**config.mk**
```make
export PLATFORM = sky130hd
export DESIGN_NAME = address_pair_cache_round_robin
export DESIGN_NICKNAME = d
export VERILOG_FILES = /design/src/rtl/apc_pkg.sv /design/src/rtl/apc_cell.sv /design/src/rtl/address_pair_cache_round_robin.sv
export SDC_FILE = /design/constraint.sdc
export NUM_CORES = 2
export LEC_CHECK = 0
export BUFFER_PORTS_ARGS = -buffer_cell sky130_fd_sc_hd__buf_2
export CORE_UTILIZATION = 57
export DETAILED_ROUTE_END_ITERATION = 6
export PLACE_DENSITY = 0.71
export SLEW_MARGIN = 20
export SYNTH_ARGS = -nofsm -noshare
export SYNTH_HDL_FRONTEND = slang
export SYNTH_SLANG_ARGS = --single-unit
```
**constraint.sdc**
```tcl
create_clock -name clock -period 52 [get_ports clock]
set_clock_uncertainty 0.1 [all_clocks]
set_input_delay 2.6 -clock clock [delete_from_list [all_inputs] [get_ports clock]]
set_output_delay 2.6 -clock clock [all_outputs]
set_load 0.1 [all_outputs]
```
**src/rtl/apc_pkg.sv**
```systemverilog
// Package for the address pair cache: sizes, command codes and the structs
// passed along the cell chain. No dependencies.
package apc_pkg;

   localparam int ENTRIES = 8;
   localparam int IDX_W   = $clog2(ENTRIES);
   localparam int IP_W    = 32;
   localparam int MAC_W   = 48;
   localparam int SLOT_W  = 3;

   localparam logic CMD_LOOKUP = 1'b0;
   localparam logic CMD_PUT    = 1'b1;

   // search item walking the chain, one cell per cycle
   typedef struct packed {
      logic             active;
      logic             cmd;
      logic [IP_W-1:0]  key;
      logic [MAC_W-1:0] mac;
      logic             hit;
      logic [IDX_W-1:0] idx;
      logic [MAC_W-1:0] hit_mac;
   } probe_type;

   // insert broadcast from the chain tail
   typedef struct packed {
      logic             en;
      logic [IDX_W-1:0] idx;
      logic [IP_W-1:0]  key;
      logic [MAC_W-1:0] mac;
   } write_type;

endpackage

```
**src/rtl/apc_cell.sv**
```systemverilog
// One cache entry of the address pair cache plus one stage of the search chain.
// Depends on apc_pkg.
module apc_cell (
   input  logic                  clock,
   input  logic                  reset,
   input  logic [apc_pkg::IDX_W-1:0] cell_idx,
   input  apc_pkg::probe_type    probe_in,
   input  apc_pkg::write_type    wr,
   output apc_pkg::probe_type    probe_out
);
   import apc_pkg::*;

   logic             valid_ff;
   logic [IP_W-1:0]  ip_ff;
   logic [MAC_W-1:0] mac_ff;
   probe_type        probe_ff;
   probe_type        probe_in_nxt;
   logic             match;
   logic             wr_sel;

   assign match  = probe_in.active && !probe_in.hit && valid_ff && (ip_ff == probe_in.key);
   assign wr_sel = wr.en && (wr.idx == cell_idx);

   always_comb begin
      probe_in_nxt = probe_in;
      if (match) begin
         probe_in_nxt.hit     = 1'b1;
         probe_in_nxt.idx     = cell_idx;
         probe_in_nxt.hit_mac = mac_ff;
      end
   end

   always_ff @(posedge clock) begin
      if (reset) begin
         valid_ff <= 1'b0;
      end else if (wr_sel) begin
         valid_ff <= 1'b1;
      end
   end

   always_ff @(posedge clock) begin
      if (wr_sel) begin
         ip_ff  <= wr.key;
         mac_ff <= wr.mac;
      end else if (match && probe_in.cmd == CMD_PUT) begin
         // refresh the pair in place
         mac_ff <= probe_in.mac;
      end
   end

   always_ff @(posedge clock) begin
      if (reset) begin
         probe_ff.active <= 1'b0;
      end else begin
         probe_ff <= probe_in_nxt;
      end
   end

   assign probe_out = probe_ff;

endmodule

```
**src/rtl/address_pair_cache_round_robin.sv**
```systemverilog
// Top level of the address pair cache with round-robin replacement.
// Depends on apc_pkg and apc_cell.
//
// Usage:
//   req_* channel carries one command item: req_command (lookup or put),
//   req_lookup_ip and req_new_mac. rsp_* channel returns one item per command:
//   rsp_found, rsp_mac_out and rsp_slot. An item moves on a channel at a clock
//   edge where valid is high and stall is low.
//   Each item walks a row of ENTRIES cells, one cell per cycle; the first valid
//   cell whose address matches captures the hit and, for a put, refreshes its
//   MAC in passing. A put that misses is written at the chain tail into the
//   slot named by the round-robin pointer, which then advances with wrap.
//   An accepted item passes the probe register of every cell and then the
//   result register before rsp_valid rises; the cell chain carries one item
//   at a time, so a new item is taken only once the previous result is registered.
//   While a result waits with rsp_stall high, req_stall stays high; the result
//   register holds its item until it is taken.
//   Reset (synchronous, active high) clears every valid bit, the pointer and
//   both channels; the cache is usable as soon as reset drops.
module address_pair_cache_round_robin (
   input  logic                      clock,
   input  logic                      reset,
   input  logic                      req_valid,
   output logic                      req_stall,
   input  logic                      req_command,
   input  logic [apc_pkg::IP_W-1:0]  req_lookup_ip,
   input  logic [apc_pkg::MAC_W-1:0] req_new_mac,
   output logic                      rsp_valid,
   input  logic                      rsp_stall,
   output logic                      rsp_found,
   output logic [apc_pkg::MAC_W-1:0] rsp_mac_out,
   output logic [apc_pkg::SLOT_W-1:0] rsp_slot
);
   import apc_pkg::*;

   probe_type        chain [0:ENTRIES];
   probe_type        tail;
   write_type        wr;
   logic             busy_ff, busy_in;
   logic [IDX_W-1:0] ptr_ff, ptr_in;
   logic             rsp_valid_ff, rsp_valid_in;
   logic             rsp_found_ff, rsp_found_in;
   logic [MAC_W-1:0] rsp_mac_ff, rsp_mac_in;
   logic [SLOT_W-1:0] rsp_slot_ff, rsp_slot_in;
   logic             req_take;
   logic             rsp_take;
   logic             insert;

   assign rsp_take  = rsp_valid_ff && !rsp_stall;
   assign req_stall = busy_ff || (rsp_valid_ff && rsp_stall);
   assign req_take  = req_valid && !req_stall;

   always_comb begin
      chain[0]         = '0;
      chain[0].active  = req_take;
      chain[0].cmd     = req_command;
      chain[0].key     = req_lookup_ip;
      chain[0].mac     = req_new_mac;
   end

   for (genvar k = 0; k < ENTRIES; k++) begin : g_cell
      apc_cell u_cell (
         .clock     (clock),
         .reset     (reset),
         .cell_idx  (IDX_W'(k)),
         .probe_in  (chain[k]),
         .wr        (wr),
         .probe_out (chain[k+1])
      );
   end

   assign tail   = chain[ENTRIES];
   assign insert = tail.active && tail.cmd == CMD_PUT && !tail.hit;

   always_comb begin
      wr.en  = insert;
      wr.idx = ptr_ff;
      wr.key = tail.key;
      wr.mac = tail.mac;
   end

   always_comb begin
      ptr_in = ptr_ff;
      if (insert) begin
         ptr_in = (ptr_ff == IDX_W'(ENTRIES - 1)) ? '0 : ptr_ff + 1'b1;
      end
   end

   always_comb begin
      busy_in = busy_ff;
      if (req_take) begin
         busy_in = 1'b1;
      end else if (tail.active) begin
         busy_in = 1'b0;
      end
   end

   always_comb begin
      rsp_valid_in = rsp_valid_ff;
      rsp_found_in = rsp_found_ff;
      rsp_mac_in   = rsp_mac_ff;
      rsp_slot_in  = rsp_slot_ff;
      if (rsp_take) begin
         rsp_valid_in = 1'b0;
      end
      // output is empty whenever an item reaches the tail
      if (tail.active) begin
         rsp_valid_in = 1'b1;
         rsp_found_in = tail.hit;
         rsp_mac_in   = (tail.hit && tail.cmd == CMD_LOOKUP) ? tail.hit_mac : '0;
         if (tail.hit) begin
            rsp_slot_in = SLOT_W'(tail.idx);
         end else if (tail.cmd == CMD_PUT) begin
            rsp_slot_in = SLOT_W'(ptr_ff);
         end else begin
            rsp_slot_in = '0;
         end
      end
   end

   always_ff @(posedge clock) begin
      if (reset) begin
         busy_ff      <= 1'b0;
         ptr_ff       <= '0;
         rsp_valid_ff <= 1'b0;
      end else begin
         busy_ff      <= busy_in;
         ptr_ff       <= ptr_in;
         rsp_valid_ff <= rsp_valid_in;
      end
   end

   always_ff @(posedge clock) begin
      rsp_found_ff <= rsp_found_in;
      rsp_mac_ff   <= rsp_mac_in;
      rsp_slot_ff  <= rsp_slot_in;
   end

   assign rsp_valid   = rsp_valid_ff;
   assign rsp_found   = rsp_found_ff;
   assign rsp_mac_out = rsp_mac_ff;
   assign rsp_slot    = rsp_slot_ff;

endmodule
```
==> results.md <==
- Status: finished, final reports clean
- H-tree depth: 4
- Clock Path Buffers: 3
- Startpoint class of the critical path: input pin
- Wire length per cell: 23.5 microns
- Antenna violations before repair: 6
- P per Cell Area: 39.6 nW/um^2
- Setup-failing EPs final: 0
- Register Area: 52900 sq um
- Psw: 0.000584 W
- Final WS setup: 46.03 ns
- CP Class: input pin to output pin
- Total number of vias: 29800
- Arr. time, crit path: 3.27 ns
- Lkg Pwr: 25.3 nW
- Internal Dissipation: 0.00233 W
- Worst path slowest cell: buf_2
- Critical path cell sequence: buf_2, a21oi_1, inv_1, buf_2
- Routed Antenna Nets: 0
- Post-synth EDFFs: 1749
- Fraction of layout cells with a size suffix above 1: 26.1%
- Cell mode on critical path: buf_2
- Pin count of the biggest net entering global routing: 192
- Crit end category: output pin
- # IOs: 139
- Core ar.: 114000 sq um
- Switching share of total power: 20.1%
- RD Place Congestion: 0.809
- Die Area: 117000 sq um
- Pre-CTS WS: 45.27 ns
- Post_cts resized: 0
- CP top delay family: buffers and inverters
- R2R Setup Slk: 47.63 ns
- DP HPWL: 71400 microns
- Gr usage total: 21.9%
- Fmax: 0.168 GHz
- Multi-input logic area: 12300 sq um
- Setup TNS: 0 ns
- First-pass GRT wire length: 189000 microns
- Most used DFF post-synth: edfxtp_1
- Max_cap viols: 0
- Via/cell ratio: 5.59
- 1st-iter DRT viols: 2765
- PortBufs: 138
- Hold Vio Cnt, Final: 0
- Max FO, Critical Path: 2
- YS warnings: 0
- Most frequent cells in the layout: edfxtp_1, mux2_2, nand2_1
- Insertion delay to the later sink of the worst-skew pair: 0.79 ns
- Unrepaired setup endpoints after global routing: no
- DRC violations left: 0
- Sequential area share after synthesis: 80.5%
- Ys async rst share: 0%
- #FFs+latches synth: 1770
- Starting density of the core: 57.5%
- Synthesized area: 65800 sq um
- Clock root cell: clkbuf_16
- Least-Margin Pin Slew: 1.20 ns
- Top sig layer: met5
- Slew Viols, Final: 0
- Commonest non-fill, non-tap cell in the layout: edfxtp_1
- Fill cell count: 7588
- M1 WL: 52700 microns
- Drt first pass iters: 7
- Class of the worst hold path: flip-flop to flip-flop
- Met3 Wirelength: 7350 microns
- Crit path time final: 5.97 ns
- CP Data Required Time: 49.30 ns
- Grt ovf: 0
- Syn nets: 3530
- Yosys cell types: 38
- Crit-path max cell delay: 0.43 ns
- Area Overhead vs Synth: 11.8%
- CTS Buf Count: 171
- Die W: 342 microns
- Final nets: 3772
- Post-Syn Instances: 3439
- ANT cells: 0
- Hold_buf cts: 0
- Met2 wire len: 63200 microns
- # rows: 124
- Crit path buf inv count: 3
- Max VDD drop: 0.0304 mV
- Syn_area_per_cell: 19.1 sq um
- Vias in the first global route: 30500
- Fin crit share: 11.5%
- Clock sinks: 1770
- Reg power frac: 56.8%
- Clk pwr share: 40.8%
- Relative slew slack: 20.2%
- Comb pwr share: 2.3%
- CTS tree: built
- Clk slew on worst S/H paths: 0.06 ns
- Die height: 342 microns
- Total Power: 0.00291 W
- Post-CTS setup buffers: 0
- Total wire length: 125000 microns
-- logic make-up after synthesis --
group	after synthesis	synth area share [%]
DFF	1770	80.5
xor gates and xnor gates	253	3.37
AOI/OAI and AO/OA	25	0.270
buffers and inverters	118	0.955
adders and majority gates	6	0.114
and+or+nand+nor	691	4.93
muxes	576	9.86
-- state kept, by name, indices dropped and copies added, names as in the netlist --
signal                   cells
ptr_ff                       3
g_cell.u_cell.mac_ff       384
rsp_mac_out                 48
g_cell.u_cell.probe_out   1065
rsp_valid                    1
g_cell.u_cell.valid_ff       8
rsp_slot                     3
busy_ff                      1
g_cell.u_cell.ip_ff        256
rsp_found                    1
-- metrics by stage --
stage	std cells	utilization (%)	hold slack, ns	instance area [sq um]
after floorplan	3439	-	0.322	65800
after global placement	5020	59.6	0.324	68200
after detailed placement	5020	59.6	0.330	68200
after CTS	5337	64.3	0.325	73600
after global routing	5337	64.3	0.336	73600
final	5337	64.3	0.323	73600
-- worst register-to-register path, delay by kind of cell (launching register included) --
kind | cells | cell delay, ns
flops | 1 | 0.54
simple gates | 3 | 1.66
compound gates | 1 | 0.20
buf+inv | 2 | 1.42
-- power groups by stage --
| stage | Clock (W) | Combinational [W] | Sequential (W) |
|---|---|---|---|
| floorplan | 0 | 0.0000466 | 0.00171 |
| global placement | 0 | 0.0000669 | 0.00168 |
| detailed placement | 0 | 0.0000683 | 0.00168 |
| CTS | 0.00121 | 0.0000692 | 0.00166 |
| global route | 0.00126 | 0.0000750 | 0.00166 |
| finish | 0.00119 | 0.0000684 | 0.00165 |
-- Yosys cell counts, drive strengths merged, types with 14 or more instances --
cell type | instances | area share (%)
xnor2 | 51 | 0.68
dfxtp | 21 | 0.64
buf | 57 | 0.60
nand2 | 448 | 2.6
edfxtp | 1749 | 80
or2 | 16 | 0.15
mux2 | 576 | 9.9
nor4 | 57 | 0.68
and2 | 97 | 0.92
nor2b | 14 | 0.13
clkbuf | 50 | 0.29
nand4 | 18 | 0.17
xor2 | 202 | 2.7
-- path summary, 6_finish.rpt --
kind                                           startpoint                                  endpoint  depth (start not counted)
max                                             rsp_stall                                 req_stall                          4
min              g_cell[3].u_cell.probe_out[80]$_DFFE_PN_  g_cell[4].u_cell.probe_out[80]$_DFFE_PN_                          0
min reg2reg      g_cell[3].u_cell.probe_out[80]$_DFFE_PN_  g_cell[4].u_cell.probe_out[80]$_DFFE_PN_                          0
max reg2reg  g_cell[7].u_cell.probe_out[51]$_SDFFCE_PN1N_     g_cell[2].u_cell.mac_ff[27]$_DFFE_PP_                          6
-- area by class of cell --
cell class	instances	area share [%]
Multi-Input combinational cell	1551	16.7
Inverter	11	0.0731
Clock buffer	221	6.16
Timing Repair Buffer	176	1.38
Clock inverter	96	1.15
Sequential cell	1770	72.0
Tap cell	1512	2.57
-- routing by layer --
metal | vias to the layer above | GRT usage [%]
li1 | 13500 | -
met1 | 15300 | 30.0
met5 | - | 0
met4 | 2 | 5.67
met2 | 871 | 36.9
met3 | 154 | 3.44
Power figures use the tool's default switching activity.
